[src/sv/bsa_pkg.sv]
package bsa_pkg;

    localparam int CUSTOMERS   = 5;
    localparam int RESOURCES   = 3;
    localparam int COUNT_WIDTH = 16;

    // Packing of registers and stream fields (fixed by the interface)
    localparam int FIELD_W     = 16;
    localparam int CFG_W       = 48;
    localparam int REG_COUNT   = CUSTOMERS + 1;
    localparam int CFG_IDX_W   = $clog2(REG_COUNT);
    localparam int REG_TOTAL   = 0;
    localparam int REG_MAX_BASE = 1;

    localparam int CUST_FIELD_W = 3;
    localparam int STATUS_W     = 3;
    localparam int IN_CNT_LSB   = CUST_FIELD_W;
    localparam int OUT_AVL_LSB  = STATUS_W;
    localparam int IN_TDATA_W   = 56;
    localparam int OUT_TDATA_W  = 56;

    // Sum of all allocations and the safety-check work vector
    localparam int SUM_W  = COUNT_WIDTH + $clog2(CUSTOMERS + 1);
    localparam int WORK_W = SUM_W + 1;

    typedef logic [COUNT_WIDTH-1:0] count_t;

    typedef enum logic [STATUS_W-1:0] {
        ST_GRANTED    = 3'd0,
        ST_OVER_NEED  = 3'd1,
        ST_OVER_AVAIL = 3'd2,
        ST_UNSAFE     = 3'd3,
        ST_RELEASED   = 3'd4
    } status_t;

    typedef enum logic [2:0] {
        S_IDLE,
        S_EVAL,
        S_RELEASE,
        S_ALLOC,
        S_INIT,
        S_SCAN,
        S_ROLLBACK,
        S_REPORT
    } state_t;

    typedef struct packed {
        logic    load;
        logic    give_back;
        logic    alloc;
        logic    init;
        logic    step;
        logic    rollback;
        logic    set_status;
        status_t code;
        logic    report;
    } cmd_t;

    typedef struct packed {
        logic is_release;
        logic cust_ok;
        logic over_need;
        logic over_avail;
        logic fit_any;
        logic all_done;
        logic out_free;
    } stat_t;

endpackage

[src/sv/bsa_datapath.sv]
module bsa_datapath
    import bsa_pkg::*;
(
    input  logic                   clk,
    input  logic                   rst_n,
    input  logic                   cfg_we,
    input  logic [CFG_IDX_W-1:0]   cfg_index,
    input  logic [CFG_W-1:0]       cfg_data,
    input  logic [IN_TDATA_W-1:0]  s_tdata,
    input  logic                   s_tuser,
    input  cmd_t                   cmd,
    output stat_t                  stat,
    output logic                   m_tvalid,
    input  logic                   m_tready,
    output logic [OUT_TDATA_W-1:0] m_tdata
);

    count_t total_reg [RESOURCES];
    count_t max_reg   [CUSTOMERS][RESOURCES];
    count_t alloc_reg [CUSTOMERS][RESOURCES];
    logic [SUM_W-1:0]  sum_reg  [RESOURCES];
    logic [WORK_W-1:0] work_reg [RESOURCES];
    logic [CUSTOMERS-1:0] done_reg;

    // Latched request
    logic                    op_reg;
    logic [CUST_FIELD_W-1:0] cust_reg;
    count_t                  cnt_reg [RESOURCES];
    status_t                 status_reg;

    logic    out_valid_reg;
    status_t out_status_reg;
    count_t  out_avail_reg [RESOURCES];

    logic [CUSTOMERS-1:0] cust_hit;
    logic                 cust_ok;
    count_t sel_alloc [RESOURCES];
    count_t sel_max   [RESOURCES];
    count_t need      [RESOURCES];
    count_t avail     [RESOURCES];
    count_t give      [RESOURCES];
    count_t pick_alloc [RESOURCES];
    logic [CUSTOMERS-1:0] fit_vec;
    logic [CUSTOMERS-1:0] pick_vec;
    logic over_need;
    logic over_avail;

    always_comb
    begin
        for (int c = 0; c < CUSTOMERS; c++)
        begin
            cust_hit[c] = (32'(cust_reg) == c);
        end
        cust_ok    = (32'(cust_reg) < CUSTOMERS);
        over_need  = 1'b0;
        over_avail = 1'b0;
        for (int r = 0; r < RESOURCES; r++)
        begin
            sel_alloc[r] = '0;
            sel_max[r]   = '0;
            for (int c = 0; c < CUSTOMERS; c++)
            begin
                if (cust_hit[c])
                begin
                    sel_alloc[r] = alloc_reg[c][r];
                    sel_max[r]   = max_reg[c][r];
                end
            end
            need[r]  = (sel_max[r] > sel_alloc[r]) ? sel_max[r] - sel_alloc[r] : '0;
            avail[r] = (SUM_W'(total_reg[r]) > sum_reg[r])
                     ? COUNT_WIDTH'(SUM_W'(total_reg[r]) - sum_reg[r]) : '0;
            give[r]  = (cnt_reg[r] < sel_alloc[r]) ? cnt_reg[r] : sel_alloc[r];
            if (cnt_reg[r] > need[r])
                over_need = 1'b1;
            if (cnt_reg[r] > avail[r])
                over_avail = 1'b1;
        end
    end

    // Safety scan: every unfinished customer compared against work at once
    always_comb
    begin
        for (int c = 0; c < CUSTOMERS; c++)
        begin
            fit_vec[c] = !done_reg[c];
            for (int r = 0; r < RESOURCES; r++)
            begin
                if ((WORK_W + 1)'(max_reg[c][r]) >
                    (WORK_W + 1)'(alloc_reg[c][r]) + (WORK_W + 1)'(work_reg[r]))
                    fit_vec[c] = 1'b0;
            end
        end
        pick_vec = fit_vec & (~fit_vec + CUSTOMERS'(1));
        for (int r = 0; r < RESOURCES; r++)
        begin
            pick_alloc[r] = '0;
            for (int c = 0; c < CUSTOMERS; c++)
            begin
                if (pick_vec[c])
                    pick_alloc[r] = pick_alloc[r] | alloc_reg[c][r];
            end
        end
    end

    always_ff @(posedge clk or negedge rst_n)
    begin
        if (!rst_n)
        begin
            for (int r = 0; r < RESOURCES; r++)
            begin
                total_reg[r] <= '0;
                sum_reg[r]   <= '0;
                work_reg[r]  <= '0;
                for (int c = 0; c < CUSTOMERS; c++)
                begin
                    max_reg[c][r]   <= '0;
                    alloc_reg[c][r] <= '0;
                end
            end
            done_reg      <= '0;
            out_valid_reg <= 1'b0;
        end
        else
        begin
            if (cfg_we)
            begin
                for (int r = 0; r < RESOURCES; r++)
                begin
                    if (cfg_index == CFG_IDX_W'(REG_TOTAL))
                        total_reg[r] <= cfg_data[FIELD_W*r +: COUNT_WIDTH];
                    for (int c = 0; c < CUSTOMERS; c++)
                    begin
                        if (cfg_index == CFG_IDX_W'(REG_MAX_BASE + c))
                            max_reg[c][r] <= cfg_data[FIELD_W*r +: COUNT_WIDTH];
                    end
                end
            end
            for (int r = 0; r < RESOURCES; r++)
            begin
                if (cmd.alloc)
                    sum_reg[r] <= sum_reg[r] + SUM_W'(cnt_reg[r]);
                else if (cmd.rollback)
                    sum_reg[r] <= sum_reg[r] - SUM_W'(cnt_reg[r]);
                else if (cmd.give_back && cust_ok)
                    sum_reg[r] <= sum_reg[r] - SUM_W'(give[r]);
                for (int c = 0; c < CUSTOMERS; c++)
                begin
                    if (cust_hit[c])
                    begin
                        if (cmd.alloc)
                            alloc_reg[c][r] <= alloc_reg[c][r] + cnt_reg[r];
                        else if (cmd.rollback)
                            alloc_reg[c][r] <= alloc_reg[c][r] - cnt_reg[r];
                        else if (cmd.give_back)
                            alloc_reg[c][r] <= alloc_reg[c][r] - give[r];
                    end
                end
                if (cmd.init)
                    work_reg[r] <= WORK_W'(avail[r]);
                else if (cmd.step)
                    work_reg[r] <= work_reg[r] + WORK_W'(pick_alloc[r]);
            end
            if (cmd.init)
                done_reg <= '0;
            else if (cmd.step)
                done_reg <= done_reg | pick_vec;
            if (cmd.report)
                out_valid_reg <= 1'b1;
            else if (m_tready)
                out_valid_reg <= 1'b0;
        end
    end

    always_ff @(posedge clk)
    begin
        if (cmd.load)
        begin
            op_reg   <= s_tuser;
            cust_reg <= s_tdata[CUST_FIELD_W-1:0];
            for (int r = 0; r < RESOURCES; r++)
                cnt_reg[r] <= s_tdata[IN_CNT_LSB + FIELD_W*r +: COUNT_WIDTH];
        end
        if (cmd.set_status)
            status_reg <= cmd.code;
        if (cmd.report)
        begin
            out_status_reg <= status_reg;
            for (int r = 0; r < RESOURCES; r++)
                out_avail_reg[r] <= avail[r];
        end
    end

    always_comb
    begin
        m_tdata = '0;
        m_tdata[STATUS_W-1:0] = out_status_reg;
        for (int r = 0; r < RESOURCES; r++)
            m_tdata[OUT_AVL_LSB + FIELD_W*r +: COUNT_WIDTH] = out_avail_reg[r];
    end

    assign m_tvalid        = out_valid_reg;
    assign stat.is_release = op_reg;
    assign stat.cust_ok    = cust_ok;
    assign stat.over_need  = over_need;
    assign stat.over_avail = over_avail;
    assign stat.fit_any    = |fit_vec;
    assign stat.all_done   = &done_reg;
    assign stat.out_free   = !out_valid_reg || m_tready;

endmodule

[src/sv/bsa_ctrl.sv]
module bsa_ctrl
    import bsa_pkg::*;
(
    input  logic  clk,
    input  logic  rst_n,
    input  logic  s_tvalid,
    output logic  s_tready,
    input  stat_t stat,
    output cmd_t  cmd
);

    state_t state_reg;
    state_t state_next;

    always_ff @(posedge clk or negedge rst_n)
    begin
        if (!rst_n)
            state_reg <= S_IDLE;
        else
            state_reg <= state_next;
    end

    always_comb
    begin
        state_next = state_reg;
        cmd        = '0;
        cmd.code   = ST_GRANTED;
        s_tready   = 1'b0;
        unique case (state_reg)
            S_IDLE:
            begin
                s_tready = 1'b1;
                if (s_tvalid)
                begin
                    cmd.load   = 1'b1;
                    state_next = S_EVAL;
                end
            end
            S_EVAL:
            begin
                if (stat.is_release)
                    state_next = S_RELEASE;
                else if (!stat.cust_ok || stat.over_need)
                begin
                    cmd.set_status = 1'b1;
                    cmd.code       = ST_OVER_NEED;
                    state_next     = S_REPORT;
                end
                else if (stat.over_avail)
                begin
                    cmd.set_status = 1'b1;
                    cmd.code       = ST_OVER_AVAIL;
                    state_next     = S_REPORT;
                end
                else
                    state_next = S_ALLOC;
            end
            S_RELEASE:
            begin
                cmd.give_back  = 1'b1;
                cmd.set_status = 1'b1;
                cmd.code       = ST_RELEASED;
                state_next     = S_REPORT;
            end
            S_ALLOC:
            begin
                cmd.alloc  = 1'b1;
                state_next = S_INIT;
            end
            S_INIT:
            begin
                cmd.init   = 1'b1;
                state_next = S_SCAN;
            end
            S_SCAN:
            begin
                if (stat.fit_any)
                    cmd.step = 1'b1;
                else if (stat.all_done)
                begin
                    cmd.set_status = 1'b1;
                    cmd.code       = ST_GRANTED;
                    state_next     = S_REPORT;
                end
                else
                    state_next = S_ROLLBACK;
            end
            S_ROLLBACK:
            begin
                cmd.rollback   = 1'b1;
                cmd.set_status = 1'b1;
                cmd.code       = ST_UNSAFE;
                state_next     = S_REPORT;
            end
            S_REPORT:
            begin
                if (stat.out_free)
                begin
                    cmd.report = 1'b1;
                    state_next = S_IDLE;
                end
            end
            default:
                state_next = S_IDLE;
        endcase
    end

endmodule

[src/sv/bankers_safety_allocator_core.sv]
// Banker's-algorithm allocator, five customers by three resource types.
// Config: cfg_we/cfg_index/cfg_data write total_units (index 0) and the
//   per-customer max claims (index 1..5), three 16-bit fields each. Write
//   only while the block is idle.
// Input stream: one request per handshake; s_tuser is the opcode
//   (request/release), s_tdata carries customer and three unit counts.
// Output stream: one result per request: status plus the units left
//   available after the request.
// Sequence, accepting edge to m_tvalid: a rejected request goes through
//   evaluate and report, a release through evaluate, give back and
//   report. An admitted request runs allocate, init and the safety scan,
//   which finishes one customer per cycle (lowest fitting index) until
//   none fits, then rollback if unsafe, then report. The next request is
//   taken the cycle after the result loads; the scan loop sets the rate.
// Only one request is in work at a time; a new one is taken once the
//   previous result has been loaded into the output register.
// Reset clears config, allocations and the scan state; no result pending.
// If m_tready is low the result waits in its register; the block holds
//   in its report step and takes no new request until that slot frees.
module bankers_safety_allocator_core
    import bsa_pkg::*;
(
    input  logic                   clk,
    input  logic                   rst_n,
    // config write port
    input  logic                   cfg_we,
    input  logic [CFG_IDX_W-1:0]   cfg_index,
    input  logic [CFG_W-1:0]       cfg_data,
    // request stream
    input  logic                   s_tvalid,
    output logic                   s_tready,
    input  logic [IN_TDATA_W-1:0]  s_tdata,  // customer[2:0], count_a[18:3],
                                             // count_b[34:19], count_c[50:35]
    input  logic                   s_tuser,  // opcode: 0 request, 1 release
    // result stream
    output logic                   m_tvalid,
    input  logic                   m_tready,
    output logic [OUT_TDATA_W-1:0] m_tdata   // status[2:0], avail_a[18:3],
                                             // avail_b[34:19], avail_c[50:35]
);

    cmd_t  cmd;
    stat_t stat;

    // FSM: sequences evaluate / release / allocate / init / scan / rollback / report
    bsa_ctrl u_ctrl (
        .clk      (clk),
        .rst_n    (rst_n),
        .s_tvalid (s_tvalid),
        .s_tready (s_tready),
        .stat     (stat),
        .cmd      (cmd)
    );

    // Config, allocation table, sums, work vector and output register
    bsa_datapath u_dp (
        .clk       (clk),
        .rst_n     (rst_n),
        .cfg_we    (cfg_we),
        .cfg_index (cfg_index),
        .cfg_data  (cfg_data),
        .s_tdata   (s_tdata),
        .s_tuser   (s_tuser),
        .cmd       (cmd),
        .stat      (stat),
        .m_tvalid  (m_tvalid),
        .m_tready  (m_tready),
        .m_tdata   (m_tdata)
    );

endmodule

[config.mk]
export PLATFORM = sky130hd
export DESIGN_NAME = bankers_safety_allocator_core
export DESIGN_NICKNAME = d
export VERILOG_FILES = /design/src/sv/bsa_pkg.sv /design/src/sv/bsa_datapath.sv /design/src/sv/bsa_ctrl.sv /design/src/sv/bankers_safety_allocator_core.sv
export SDC_FILE = /design/constraint.sdc
export NUM_CORES = 2
export LEC_CHECK = 0
export ABC_AREA = 1
export BUFFER_PORTS_ARGS = -buffer_cell sky130_fd_sc_hd__buf_2
export CAP_MARGIN = 10
export CELL_PAD_IN_SITES_DETAIL_PLACEMENT = 1
export CELL_PAD_IN_SITES_GLOBAL_PLACEMENT = 1
export CORE_AREA = 2 2 470 356
export CTS_BUF_LIST = sky130_fd_sc_hd__clkbuf_16
export DETAILED_ROUTE_END_ITERATION = 8
export DIE_AREA = 0 0 472 358
export MAX_ROUTING_LAYER = met4
export PLACE_DENSITY = 0.78
export RECOVER_POWER = 25
export SLEW_MARGIN = 20
export SYNTH_ARGS = -nofsm -noshare
export SYNTH_HDL_FRONTEND = slang
export SYNTH_SLANG_ARGS = --single-unit
[constraint.sdc]
create_clock -name clk -period 8.65 [get_ports clk]
set_clock_uncertainty 0.2 [all_clocks]
set_input_delay 0.865 -clock clk [delete_from_list [all_inputs] [get_ports clk]]
set_output_delay 0.865 -clock clk [all_outputs]
set_load 0.02 [all_outputs]
==> impl_metrics.csv <==
group,metric,value,unit
run_status,status,"complete, but fails checks",
run_status,violations,"max-capacitance violations, max-slew violations",
worst_hold_path,hold_end,"u_dp.cnt_reg[0][25]",
die,coreArea,164000,um^2
route,drc,0,
critical_path,worstPathMaxFanout,33,
logic_synthesis,synth.most_common_cell,"nand2_1",
global_routing,antenna_found_initial,15,
critical_path,r2r_end,"u_dp.alloc_reg[15]",
place,hpwlAfterDp,276000,um
place,placed_cells,12111,
global_routing,gr-usage-all-layers,0.414,
die,initial_core_util,0.439,
route,drt_first_iter_violations,8063,
clock_network,path_clk_slew,0.07,ns
critical_path,cp-start-kind,"flip-flop",
final_layout,fill_cells,20793,
place,place.gp.congestion,1.07,
timing,setup_violations,0,
critical_path,cp-end-kind,"flip-flop",
flow_run,cap_violations,5,
logic_synthesis,synth_commonest_cells,"nand2_1 (2,182), ha_1 (1,052), inv_1 (1,024)",
route,avgViaCountPerCell,6.13,
place,port_buffers,160,
clock_network,cts_max_level,3,
critical_path,rrSetupSlack,0.35,ns
die,die_area,169000,um^2
logic_synthesis,ys.warnings.count,0,
clock_network,cts.sinks,760,
critical_path,worstSetupPathType,"flip-flop to flip-flop",
timing,rsz0062_at_grt,"true",
critical_path,slowest_stage,"edfxtp_1",
logic_synthesis,ys.flop_type,"dfrtp_1",
critical_path,slowest_delay,0.50,ns
critical_path,critical_path_required,9.12,ns
clock_network,numCtsBuffers,93,
timing,fin_hold_ws,0.0646,ns
logic_synthesis,yosysUniqueCellTypes,73,
logic_synthesis,synth_edf_count,106,
clock_network,clockBufferDepth,3,
critical_path,worstRegToRegCells,46,
final_layout,syn2layout_area_growth,11.2,%
logic_synthesis,yosys.area.top_type_share,0.227,
logic_synthesis,ys_seq_area_frac,0.272,
logic_synthesis,synth_seq_cells,760,
final_layout,fin_util,0.488,
die,die_x,472,um
worst_hold_path,min-delay-start,"s_tdata[28]",
critical_path,r2r-start,"u_dp.cust_reg[0]",
clock_network,cts_tree,"yes",
place,pre_cts_ws,0.243,ns
clock_network,cts-root-buf,"clkbuf_16",
final_layout,drive_gt1_frac,0.0734,
clock_network,clk_latency,0.78,ns
route,ant_nets,0,
die,die_y,358,um
timing,maxSlewHeadroom,-2.21,
global_routing,grt_pass1_vias,73624,
logic_synthesis,netlist_area,72000,um^2
route,firstDrtPassIters,6,
route,wl_per_cell,28.2,um
logic_synthesis,synth.avg_cell_area,7.34,um^2
critical_path,cp_common_cell,"nand2_1",
worst_hold_path,hold_class,"input port to flip-flop",
timing,period_share,0.959,
global_routing,globalRoute.totalOverflow,0,
worst_hold_path,hold_path_depth,1,
die,io_pins,171,
global_routing,grt_pass1_wl,502000,um
final_layout,fin_cells,12306,
timing,worst_pin_slew,4.82,ns
timing,fin_ws,0.355,ns
route,routed-via-count,75376,
die,num_rows,129,
critical_path,cp.arrival,8.76,ns
final_layout,multi_input_area,47700,um^2
logic_synthesis,netlist_top_cells_area,"dfrtp_1 (23%), ha_1 (18%), nand2_1 (11%)",
timing,hold_viol,0,
final_layout,regArea,19600,um^2
timing,fin_crit,8.30,ns
final_layout,final_nets,11261,
route,wirelength,347000,um
logic_synthesis,async_flop_share,0.861,
logic_synthesis,synth_top_area_cell,"dfrtp_1",
global_routing,grt_max_degree,151,
timing,slew_viol_final,313,
logic_synthesis,syn_inst,9802,
timing,max_freq,121,MHz
-- cells by family (layout without fill, tap and decap cells) --
logic type | count (synthesis) | count (layout) | synth area share
flops | 760 | 760 | 0.272
fa+ha+maj | 1094 | 1094 | 0.195
buf+inv | 1313 | 1639 | 0.0705
compound gates | 2509 | 2509 | 0.197
other cells | 1 | 18 | 0.0000521
xor+xnor | 429 | 429 | 0.0522
simple gates | 3696 | 3696 | 0.214
-- metrics by stage --
step	TNS (ns)	instance area, um^2
6_report	0	80000
5_1_grt	-0.0984	80000
4_1_cts	0	79800
3_5_place_dp	0	76600
3_3_place_gp	0	76600
2_1_floorplan	0	72000
-- critical path: cells and delay by family, from the launching register on --
family,cells,cell delay [ns]
adder cells (fa/ha/maj),3,1.00
flip-flops,1,0.50
AO/OA/AOI/OAI,10,1.92
buffers and inverters,9,1.53
AND/OR/NAND/NOR,24,2.94
-- per-layer routing --
metal / vias up / part of all wire / GRT usage
met5: - / 0 / -
met4: 0 / 0.041 / 0.149
met3: 570 / 0.13 / 0.145
met2: 3445 / 0.39 / 0.549
met1: 37239 / 0.44 / 0.571
li1: 34122 / - / -
-- worst max path at each step --
stage	start	endpoint	slack, ns	cells past startpoint
6_report	u_dp.cust_reg[0]	u_dp.alloc_reg[15]	0.35	46
5_1_grt	u_dp.cust_reg[0]	u_dp.alloc_reg[15]	-0.06	46
4_1_cts	u_dp.work_reg[41]	u_dp.work_reg[12]	0.18	42
3_5_place_dp	u_dp.work_reg[41]	u_dp.work_reg[12]	0.24	42
3_3_place_gp	u_dp.alloc_reg[144]	u_dp.work_reg[12]	0.35	41
2_1_floorplan	u_dp.work_reg[41]	u_dp.work_reg[12]	1.88	46
-- what timing repair did --
| item | CTS | global route |
|---|---|---|
| endpoints found under the hold margin | 67 | 0 |
| hold buffers | 1 | 0 |
| setup buffers | 0 | 7 |
| endpoints found under the setup margin | 0 | 43 |
| resized for setup | 0 | 74 |
-- placed cells by master, fill, tap and decap left out, types with 97 or more instances in the layout --
cell	synthesis	layout
edfxtp_1	106	106
dfrtp_1	654	644
inv_1	1024	1033
ha_1	1052	1052
buf_4	14	239
nand3_1	495	491
a21oi_1	898	888
nor2_1	662	653
xor2_1	248	248
o22ai_1	97	97
buf_2	36	150
nand2_1	2182	2178
o21bai_1	107	106
xnor2_1	181	181
o21ai_0	920	906
-- layout make-up --
| class | instances | share of cell area |
|---|---|---|
| Multi-Input combinational cell | 7733 | 0.596 |
| Tap cell | 2161 | 0.0338 |
| Clock inverter | 77 | 0.00918 |
| Inverter | 1042 | 0.0490 |
| Timing Repair Buffer | 424 | 0.0374 |
| Antenna cell | 13 | 0.000407 |
| Sequential cell | 760 | 0.244 |
| Clock buffer | 96 | 0.0300 |
Power is not shown: default switching activity piles up to over one toggle a cycle in this logic, so the estimate is an artifact.
